## config.mk

```make
export PLATFORM = sky130hd
export DESIGN_NAME = tpi_ctrl
export DESIGN_NICKNAME = d
export VERILOG_FILES = /design/src/hdl/tpi_pkg.sv /design/src/hdl/tpi_ctrl.sv
export SDC_FILE = /design/constraint.sdc
export NUM_CORES = 1
export LEC_CHECK = 0
export BUFFER_PORTS_ARGS = -buffer_cell sky130_fd_sc_hd__buf_2
export CAP_MARGIN = 20
export CORE_MARGIN = 2
export CORE_UTILIZATION = 29
export DETAILED_ROUTE_END_ITERATION = 10
export GPL_TIMING_DRIVEN = 0
export PLACE_DENSITY_LB_ADDON = 0.15
export SLEW_MARGIN = 5
export SYNTH_ARGS = -nofsm -noshare
export SYNTH_HDL_FRONTEND = slang
export SYNTH_SLANG_ARGS = --single-unit
```

## constraint.sdc

```tcl
create_clock -name clk -period 1.3 [get_ports clk]
set_input_delay 0.39 -clock clk [delete_from_list [all_inputs] [get_ports clk]]
set_output_delay 0.39 -clock clk [all_outputs]
set_load 0.005 [all_outputs]
```

## src/hdl/tpi_pkg.sv

```systemverilog
package tpi_pkg;

  // table geometry
  localparam int TABLE_DEPTH = 64;
  localparam int ADDR_W      = $clog2(TABLE_DEPTH);
  localparam int CNT_W       = ADDR_W + 1;
  localparam int LANES       = 4;
  localparam int STEP_W      = 6;
  localparam int MUL_LAST    = 31;
  localparam int DIV_LAST    = 63;

  typedef enum logic [1:0] {
    REQ_APPEND = 2'd0,
    REQ_CLEAR  = 2'd1,
    REQ_EVAL   = 2'd2,
    REQ_NONE   = 2'd3
  } req_t;

  typedef enum logic [2:0] {
    ST_OK    = 3'd0,
    ST_FULL  = 3'd1,
    ST_ORDER = 3'd2,
    ST_FEW   = 3'd3,
    ST_RANGE = 3'd4
  } status_t;

  // memory read address source
  typedef enum logic [2:0] {
    RD_MID,
    RD_LO_M1,
    RD_LO,
    RD_LAST,
    RD_FIRST
  } rd_sel_t;

  // what the result register takes
  typedef enum logic [1:0] {
    RES_CODE,
    RES_POINT,
    RES_INTERP
  } res_t;

  typedef struct packed {
    logic [31:0]            tm;
    logic [LANES-1:0][31:0] v;
  } entry_t;

  typedef struct packed {
    logic    decide;
    logic    rd_en;
    rd_sel_t rd_sel;
    logic    srch_step;
    logic    ld_left;
    logic    ld_right;
    logic    mul_step;
    logic    div_step;
    logic    res_ld;
    res_t    res_kind;
  } cmd_t;

  typedef struct packed {
    logic eval_go;
    logic srch_done;
    logic lo_zero;
    logic lo_end;
    logic out_busy;
  } sts_t;

endpackage

```

## src/hdl/tpi_ctrl.sv

```systemverilog
module tpi_ctrl (
  input  logic          clk,
  input  logic          rst_n,
  input  logic          in_valid,
  output logic          in_stall,
  output logic          latch,
  output tpi_pkg::cmd_t cmd,
  input  tpi_pkg::sts_t sts
);

  typedef enum logic [3:0] {
    S_IDLE, S_DECIDE, S_SRCH, S_SRCH_CMP, S_NB_A, S_NB_B, S_MUL, S_DIV, S_FIN
  } state_t;

  state_t                     state_r, state_nxt;
  tpi_pkg::res_t              kind_r, kind_nxt;
  logic [tpi_pkg::STEP_W-1:0] step_r, step_nxt;

  assign in_stall = (state_r != S_IDLE);
  assign latch    = in_valid && (state_r == S_IDLE);

  // next state and commands
  always_comb begin
    state_nxt    = state_r;
    kind_nxt     = kind_r;
    step_nxt     = step_r;
    cmd          = '0;
    cmd.rd_sel   = tpi_pkg::RD_MID;
    cmd.res_kind = kind_r;
    case (state_r)
      S_IDLE: begin
        if (in_valid) state_nxt = S_DECIDE;
      end
      S_DECIDE: begin
        cmd.decide = 1'b1;
        if (sts.eval_go) begin
          state_nxt = S_SRCH;
        end else begin
          kind_nxt  = tpi_pkg::RES_CODE;
          state_nxt = S_FIN;
        end
      end
      S_SRCH: begin
        cmd.rd_en = 1'b1;
        if (!sts.srch_done) begin
          state_nxt = S_SRCH_CMP;
        end else if (sts.lo_end) begin
          cmd.rd_sel = tpi_pkg::RD_LAST;
          kind_nxt   = tpi_pkg::RES_POINT;
          state_nxt  = S_FIN;
        end else if (sts.lo_zero) begin
          cmd.rd_sel = tpi_pkg::RD_FIRST;
          kind_nxt   = tpi_pkg::RES_POINT;
          state_nxt  = S_FIN;
        end else begin
          cmd.rd_sel = tpi_pkg::RD_LO_M1;
          state_nxt  = S_NB_A;
        end
      end
      S_SRCH_CMP: begin
        cmd.srch_step = 1'b1;
        state_nxt     = S_SRCH;
      end
      S_NB_A: begin
        cmd.rd_en   = 1'b1;
        cmd.rd_sel  = tpi_pkg::RD_LO;
        cmd.ld_left = 1'b1;
        state_nxt   = S_NB_B;
      end
      S_NB_B: begin
        cmd.ld_right = 1'b1;
        step_nxt     = '0;
        state_nxt    = S_MUL;
      end
      S_MUL: begin
        cmd.mul_step = 1'b1;
        step_nxt     = step_r + 1'b1;
        if (step_r == tpi_pkg::STEP_W'(tpi_pkg::MUL_LAST)) begin
          step_nxt  = '0;
          state_nxt = S_DIV;
        end
      end
      S_DIV: begin
        cmd.div_step = 1'b1;
        step_nxt     = step_r + 1'b1;
        if (step_r == tpi_pkg::STEP_W'(tpi_pkg::DIV_LAST)) begin
          kind_nxt  = tpi_pkg::RES_INTERP;
          state_nxt = S_FIN;
        end
      end
      S_FIN: begin
        if (!sts.out_busy) begin
          cmd.res_ld = 1'b1;
          state_nxt  = S_IDLE;
        end
      end
      default: state_nxt = S_IDLE;
    endcase
  end

  // state and registered control
  always_ff @(posedge clk) begin
    if (!rst_n) begin
      state_r <= S_IDLE;
      kind_r  <= tpi_pkg::RES_CODE;
      step_r  <= '0;
    end else begin
      state_r <= state_nxt;
      kind_r  <= kind_nxt;
      step_r  <= step_nxt;
    end
  end

endmodule

```

==> results of run 1 <==
registers in the layout, summed over array words and instances, names as in the netlist:
name	cells
step_r	6
state_r	4
kind_r	2
cell families after synthesis:
group / after synthesis / synth area share (%)
flip-flops: 12 / 29.7
buffers and inverters: 9 / 6.50
XOR/XNOR: 2 / 2.17
multiplexers: 2 / 2.48
AND/OR/NAND/NOR: 55 / 38.4
AO/OA/AOI/OAI: 24 / 19.2
adder cells (fa/ha/maj): 1 / 1.55
layer usage:
metal	up-vias	track usage [%]	wire length, um
met5	-	0	0
li1	470	-	-
met4	0	8.97	68
met3	7	3.46	109
met1	447	16.9	1070
met2	23	27.9	1320
worst max-delay path, cell delays in order (launching register included):
cell and delay, ps:
dfxtp_4 370, buf_8 140, nor3_4 190, o21bai_1 120
buf_2 120
cell type report:
cell class	count	area (um2)	share of cell area, %
inverter	2	7.51	0.517
multi-input combinational	84	743	51.2
buffer	5	60.1	4.13
clock buffer	3	22.5	1.55
timing repair buffer	43	325	22.4
tap	31	38.8	2.67
sequential	12	255	17.6
power breakdown:
group	total, mW	switching [mW]	internal [mW]
clock	0.226	0.118	0.107
combinational	1.37	0.622	0.749
sequential	0.488	0.0636	0.424
total	2.09	0.804	1.28
cell usage after synthesis, types with 3 or more instances:
master,number,area share (%)
nor3_1,7,4.3
a31oi_1,3,2.3
buf_2,3,1.9
o21ai_0,3,1.9
dfxtp_1,12,30
nor2_1,11,5.1
a21oi_1,8,5.0
nand2_1,8,3.7
nand3_1,4,2.5
nand3b_1,3,2.8
nor2b_1,3,2.3
and3_1,3,2.3
nand2b_1,5,3.9
worst min path at each step:
stage	cells past startpoint	slack (ps)	endpoint
global placement	2	510	step_r[3]$_SDFFE_PN0P_
CTS	3	400	state_r[0]$_SDFFE_PN0P_
global route	2	390	step_r[2]$_SDFFE_PN0P_
detailed placement	1	520	kind_r[0]$_SDFFE_PN0P_
finish	3	410	state_r[0]$_SDFFE_PN0P_
floorplan	2	480	step_r[2]$_SDFFE_PN0P_
what timing repair did:
item / in CTS / in global routing
gates resized for setup: 44 / 22
cloned: 0 / 0
buffers inserted: 18 / 3
setup endpoints to repair: 22 / 24
endpoints found under the hold margin: 0 / 0
pin swaps: 13 / 8
stage by stage:
step | std cells | setup TNS, ps | setup WS (ps) | cell area, um2 | power (mW)
2_1_floorplan | 105 | 0 | 3.30 | 852 | 0.932
3_3_place_gp | 158 | -1660 | -236 | 1000 | 1.12
3_5_place_dp | 158 | -2000 | -261 | 1000 | 1.13
4_1_cts | 177 | -3940 | -326 | 1340 | 1.95
5_1_grt | 180 | -5350 | -409 | 1450 | 2.21
6_report | 180 | -4180 | -319 | 1450 | 2.09
==> summary.md, run 1 <==
| Metric | Value |
|---|---|
| Share of layout cells above drive strength 1 | `61.7%` |
| Min-Delay Path Class | `input port to register` |
| 1st-iter DRT viols | `15` |
| Max_slew headroom | `71.1%` |
| Setup ws final | `-319 ps` |
| CTS tree | `yes` |
| GRT overflow | `0` |
| Distinct cell type count after synthesis | `37` |
| Fill cells | `247` |
| Nets | `160` |
| Peak VDD IR | `1020 uV` |
| Status | `complete, but fails checks` |
| Failing checks | `negative setup slack` |
| Die H | `56.8 um` |
| DRC violations left | `0` |
| Commonest non-fill, non-tap cell in the layout | `buf_2` |
| CP Launch Point | `state_r[1]$_SDFFE_PN0P_` |
| Max Cap Viol | `0` |
| Period utilization | `125%` |
| Number of flops mapped to enable cells by yosys | `0` |
| Crit path to | `cmd[9]` |
| Vias in the first global route | `922` |
| R2R cell count | `5` |
| Antenna-violating nets left | `0` |
| Root Driver | `clkbuf_4` |
| GRT Total Usage | `15.7%` |
| Final clock skew | `0.486 ps` |
| Synth Area per Inst | `7.70 um2` |
| CTS H-tree depth | `1` |
| Slew Limit Fails | `0` |
| Setup violators final | `19` |
| YS warnings | `0` |
| Drt total wl | `2580 um` |
| Final hold slack | `406 ps` |
| Least-Margin Pin Slew | `433 ps` |
| Cells after Synth | `105` |
| R2r endpoint | `kind_r[1]$_SDFFE_PN0P_` |
| Drt wl/cell | `14.3 um` |
| RR Startpoint | `state_r[0]$_SDFFE_PN0P_` |
| Via count | `947` |
| Die area | `3230 um2` |
| R2r setup slk | `-160 ps` |
| Critical path required time | `910 ps` |
| Startpoint Class | `register` |
| Min Tclk post-route | `1620 ps` |
| Crit path arrival time | `1230 ps` |
| Core region area | `2710 um2` |
| First-pass GRT wire length | `3910 um` |
| Synthesis-stage register bit count | `12` |
| Vias per cell | `5.26` |
| Crit path capture type | `primary output` |
| Pin count of the biggest net entering global routing | `11` |
| Syn nets | `114` |
| Layout area overhead | `79.7%` |
| Crit Path Max Fanout | `6` |
| Sequential area share after synthesis | `29.7%` |
| Clock buffer count from CTS | `3` |
| IO Port Bufs | `22` |
| Final hold vios | `0` |
| Leak | `0.612 nW` |
| # diodes | `0` |
| Placer Congestion | `0.750` |
| Clock Latency Late Sink | `270 ps` |
| Clock-pin slew on the worst setup and hold paths | `70 ps` |
| Drt first pass iters | `4` |
| Hold_sp | `rst_n` |
| IO Pins | `23` |
| Unrepaired setup endpoints after global routing | `yes` |
| Rows | `19` |
| CTS Sinks | `12` |
| Hold_buf cts | `0` |
| Most common flop cell mapped by yosys | `dfxtp_1` |
| Die Wd | `56.8 um` |
| Initial antenna violation count | `0` |
| Clk buf depth | `2` |
| Critical path type | `register to primary output` |
| Fmax | `618 MHz` |
| Detailed placer's ending HPWL | `1670 um` |
| Most frequent cells in the layout | `buf_2 (21), buf_4 (12), buf_6 (9), nor2_1 (6), dfxtp_1 (6)` |
| Post-Syn Area | `808 um2` |
| Fin util | `53.6%` |
| Pwr Density | `1440 nW/um2` |
| FFs w/ async S/R, synth | `0%` |
| Starting density of the core | `29.8%` |
(Power assumes the default switching activity.)
==> run 2, diff against run 1 <==
Settings changed: GPL_TIMING_DRIVEN 0 to 1.
==> summary.md, run 2 (synthesized netlist as in run 1, its figures left out) <==
| Metric | Value |
|---|---|
| Max_slew headroom | `77.2%` |
| Clock buffer count from CTS | `3` |
| Met3 Track Usage GR | `4.38%` |
| Post-place instance area | `1210 um2` |
| Max FFs per register | `6` |
| Core region area | `2710 um2` |
| DRC violations left | `0` |
| CTS Sinks | `12` |
| Antenna-violating nets left | `0` |
| Period utilization | `129%` |
| R2R cell count | `6` |
| Hold_sp | `rst_n` |
| Hold_buf cts | `0` |
| Fill cells | `233` |
| Rows | `19` |
| Leak | `0.767 nW` |
| Met1 capacity usage during global routing | `20.1%` |
| Fmax | `598 MHz` |
| Pre-CTS WS | `-192 ps` |
| Placer Congestion | `0.815` |
| Fin util | `63.1%` |
| Crit path capture type | `primary output` |
| Via count | `1,079` |
| Detailed placer's ending HPWL | `1870 um` |
| Register area | `258 um2` |
| Commonest non-fill, non-tap cell in the layout | `buf_4` |
| CTS tree | `yes` |
| GRT overflow | `0` |
| Pin count of the biggest net entering global routing | `14` |
| Dpl cells | `187` |
| Final cell count without fillers | `208` |
| Initial antenna violation count | `0` |
| Die H | `56.8 um` |
| Critical path required time | `910 ps` |
| Drt total wl | `3280 um` |
| Startpoint Class | `register` |
| Critical path type | `register to primary output` |
| Nets | `187` |
| Root Driver | `clkbuf_4` |
| Failing checks | `negative setup slack` |
| Clock Latency Late Sink | `270 ps` |
| Min-Delay Path Class | `input port to register` |
| Die Wd | `56.8 um` |
| Min Tclk post-route | `1670 ps` |
| First-pass GRT wire length | `4530 um` |
| Drt wl/cell | `15.8 um` |
| # diodes | `0` |
| Worst hold stages | `3` |
| Pwr Density | `1390 nW/um2` |
| Crit path arrival time | `1280 ps` |
| Peak VDD IR | `1040 uV` |
| Clock-pin slew on the worst setup and hold paths | `80 ps` |
| Unrepaired setup endpoints after global routing | `yes` |
| RR Startpoint | `state_r[3]$_SDFFE_PN0P_` |
| Setup violators final | `24` |
| Starting density of the core | `29.8%` |
| Share of layout cells above drive strength 1 | `70.1%` |
| Layout area overhead | `111%` |
| 1st-iter DRT viols | `26` |
| Global routing usage on met2 | `32.6%` |
| Least-Margin Pin Slew | `338 ps` |
| IO Port Bufs | `22` |
| CP Launch Point | `state_r[2]$_SDFFE_PN0P_` |
| Biggest regs | `step_r x6, state_r x4, kind_r x2` |
| GR peak layer | `met2` |
| Setup ws final | `-373 ps` |
| Die area | `3230 um2` |
| Max Cap Viol | `0` |
| CTS H-tree depth | `1` |
| Most frequent cells in the layout | `buf_4 (31), buf_6 (22), buf_2 (21), dfxtp_1 (6)` |
| Reg with most FFs | `step_r` |
| Clk buf depth | `2` |
| Vias per cell | `5.19` |
| IO Pins | `23` |
| Final hold vios | `0` |
| Vias in the first global route | `1,034` |
| GRT Total Usage | `18.0%` |
| Status | `complete, but fails checks` |
| Drt first pass iters | `4` |
| Slew Limit Fails | `0` |
| Multi-input gate area | `763 um2` |
| Final clock skew | `0.484 ps` |
| Post-route cell area | `1710 um2` |
| Crit Path Max Fanout | `4` |
[run 2: path summary, 6_finish.rpt]
path | end | slack, ps
max | cmd[10] | -370
max reg2reg | kind_r[1]$_SDFFE_PN0P_ | -140
min reg2reg | step_r[3]$_SDFFE_PN0P_ | 530
min | state_r[0]$_SDFFE_PN0P_ | 490
[run 2: what timing repair did]
action                     in CTS  in global routing
pin swaps                      18                 18
setup endpoints to repair      25                 25
resized for setup              52                 28
setup buffers                  10                 12
[run 2: worst max-delay path, cell delays in order, from the launching register on]
cell and delay, ps:
dfxtp_4 370, buf_6 120, nor2_4 140, nand2_2 90
nor3b_2 170, buf_2 130
[run 2: report_power, final]
part	leakage [nW]	switching [mW]	internal, mW	total [mW]
clock	0.0210	0.133	0.170	0.303
sequential	0.101	0.103	0.427	0.530
combinational	0.644	0.665	0.882	1.55
[run 2: layout make-up]
type                    count  area share, %
multi-input cells          84           44.7
repair buffers             75           35.4
flip-flops and latches     12           15.1
well taps                  31           2.27
clock buffers               4           2.12
inverters                   2          0.439
[run 2: metal layers]
metal / wire length, um / vias to the layer above
met3: 70 / 2
met1: 1320 / 537
met2: 1870 / 13
met5: 0 / -
li1: - / 527
met4: 16 / 0
[run 2: per-stage QoR]
stage               power, mW  TNS [ps]  hold WS [ps]
floorplan               0.932         0           481
global placement         1.31     -1880           506
detailed placement       1.31     -2340           524
CTS                      1.98     -4140           479
global route             2.52     -6290           471
finish                   2.38     -4750           486
==> run 3, diff against run 2 <==
Clock period 1.3 ns to 1.85 ns, I/O delays scaled along.
==> summary.md, run 3 (synthesized netlist as in run 1, its figures left out) <==
| Metric | Value |
|---|---|
| Status | `complete, no violations` |
| Min Tclk post-route | `1830 ps` |
| Detailed placer's ending HPWL | `1550 um` |
| Setup tns final | `0 ps` |
| Net Sw Power | `0.425 mW` |
| Hold_sp | `step_r[2]$_SDFFE_PN0P_` |
| Slew Limit Fails | `0` |
| GR peak layer | `met1` |
| Placer Congestion | `0.809` |
| GRT overflow | `0` |
| Met1 capacity usage during global routing | `19.8%` |
| Biggest regs | `step_r x6, state_r x4, kind_r x2` |
| Int Pwr | `0.667 mW` |
| Crit Path Max Fanout | `6` |
| R2R cell count | `5` |
| Max FFs per register | `6` |
| Drt wl/cell | `13.4 um` |
| R2r setup slk | `310 ps` |
| Die area | `3230 um2` |
| Least-Margin Pin Slew | `386 ps` |
| Unrepaired setup endpoints after global routing | `yes` |
| Final cell count without fillers | `167` |
| R2r endpoint | `kind_r[0]$_SDFFE_PN0P_` |
| Sequential share of power | `33.6%` |
| Rows | `19` |
| Max Cap Viol | `0` |
| Global routing usage on met2 | `18.8%` |
| 1st-iter DRT viols | `30` |
| Final hold vios | `0` |
| Min-Delay Path Class | `register to register` |
| Most frequent cells in the layout | `buf_2 (22), buf_4 (11), nor2_1 (9), dfxtp_1 (8)` |
| CTS tree | `yes` |
| Peak VDD IR | `839 uV` |
| Pwr Density | `978 nW/um2` |
| Dpl cells | `158` |
| First-pass GRT wire length | `3390 um` |
| Initial antenna violation count | `0` |
| Hold Path End | `step_r[2]$_SDFFE_PN0P_` |
| Antenna-violating nets left | `0` |
| Root Driver | `clkbuf_4` |
| Crit path capture type | `primary output` |
| Drt total wl | `2240 um` |
| Share of layout cells above drive strength 1 | `41.2%` |
| RR Startpoint | `step_r[0]$_SDFFE_PN0P_` |
| CP Launch Point | `state_r[3]$_SDFFE_PN0P_` |
| # diodes | `0` |
| Commonest non-fill, non-tap cell in the layout | `buf_2` |
| Sw Share | `38.9%` |
| Critical path type | `register to primary output` |
| Fill cells | `289` |
| Final clock skew | `6.27 ps` |
| Pin count of the biggest net entering global routing | `15` |
| Clock-pin slew on the worst setup and hold paths | `80 ps` |
| CTS Sinks | `12` |
| Logic pwr share | `47.0%` |
| Starting density of the core | `29.8%` |
| Clock Latency Late Sink | `280 ps` |
| Period utilization | `98.8%` |
| Fin util | `41.2%` |
| Nets | `146` |
| Clock buffer count from CTS | `3` |
| Multi-input gate area | `577 um2` |
| Fmax | `547 MHz` |
| Clock network power share | `19.5%` |
| Setup violators final | `0` |
| Critical path required time | `1290 ps` |
| Met3 Track Usage GR | `2.30%` |
| Startpoint Class | `register` |
| Crit path arrival time | `1270 ps` |
| DRC violations left | `0` |
| Core region area | `2710 um2` |
| Reg with most FFs | `step_r` |
| Max_slew headroom | `73.9%` |
| Via count | `912` |
| CTS H-tree depth | `1` |
| IO Pins | `23` |
| IO Port Bufs | `22` |
| Vias per cell | `5.46` |
| GRT Total Usage | `13.6%` |
| Die Wd | `56.8 um` |
| Worst hold stages | `2` |
| Leak | `0.489 nW` |
| Vias in the first global route | `745` |
| Die H | `56.8 um` |
| Clk buf depth | `2` |
| Drt first pass iters | `4` |
| Layout area overhead | `38.1%` |
| Register area | `253 um2` |
run 3: changes by cell type in the layout (fill, tap and decap cells not counted), sizes merged:
cell | before | now
buf | 75 | 34
run 3: cell type report:
type                    instances  share of cell area, %
flip-flops and latches         12                   22.6
multi-input cells              84                   51.7
inverters                       2                  0.673
repair buffers                 34                   18.3
clock buffers                   4                   3.25
well taps                      31                   3.48
run 3: what timing repair did:
| action | CTS | global route |
|---|---|---|
| gates resized for setup | 8 | 16 |
| pin swaps | 0 | 3 |
| setup buffers | 0 | 5 |
| endpoints found under the setup margin | 9 | 8 |
| hold buffers | 0 | 0 |
run 3: per-layer routing:
layer  vias up  part of all wire [%]
li1        445                     -
met1       421                    48
met2        42                    41
met3         4                   9.4
met4         0                   1.9
met5         -                     0
run 3: power by group through the flow:
stage | combinational (mW) | clock, mW | sequential, mW
after floorplan | 0.304 | 0 | 0.308
after CTS | 0.413 | 0.217 | 0.363
after global placement | 0.404 | 0 | 0.359
after detailed placement | 0.406 | 0 | 0.356
final | 0.513 | 0.213 | 0.366
after global routing | 0.559 | 0.228 | 0.373
run 3: worst max-delay path by stage:
stage                    to  cells after the start
floorplan           cmd[10]                      4
global placement    cmd[10]                      6
detailed placement  cmd[10]                      6
CTS                  cmd[2]                      3
global route         cmd[9]                      4
finish               cmd[2]                      4
run 3: per-stage QoR:
| step | hold WS (ps) | area [um2] | power, mW | worst slack, ps |
|---|---|---|---|---|
| after floorplan | 481 | 808 | 0.612 | 264 |
| after global placement | 517 | 965 | 0.763 | 99.7 |
| after detailed placement | 520 | 965 | 0.761 | 83.1 |
| after CTS | 534 | 1020 | 0.993 | 6.63 |
| after global routing | 579 | 1120 | 1.16 | -25.2 |
| final | 528 | 1120 | 1.09 | 22.8 |
run 3: critical path, cell delays in order (launching register included):
cell and delay [ps]:
dfxtp_4 400, buf_4 150, nand2b_1 120, nor4_4 170, buf_2 160
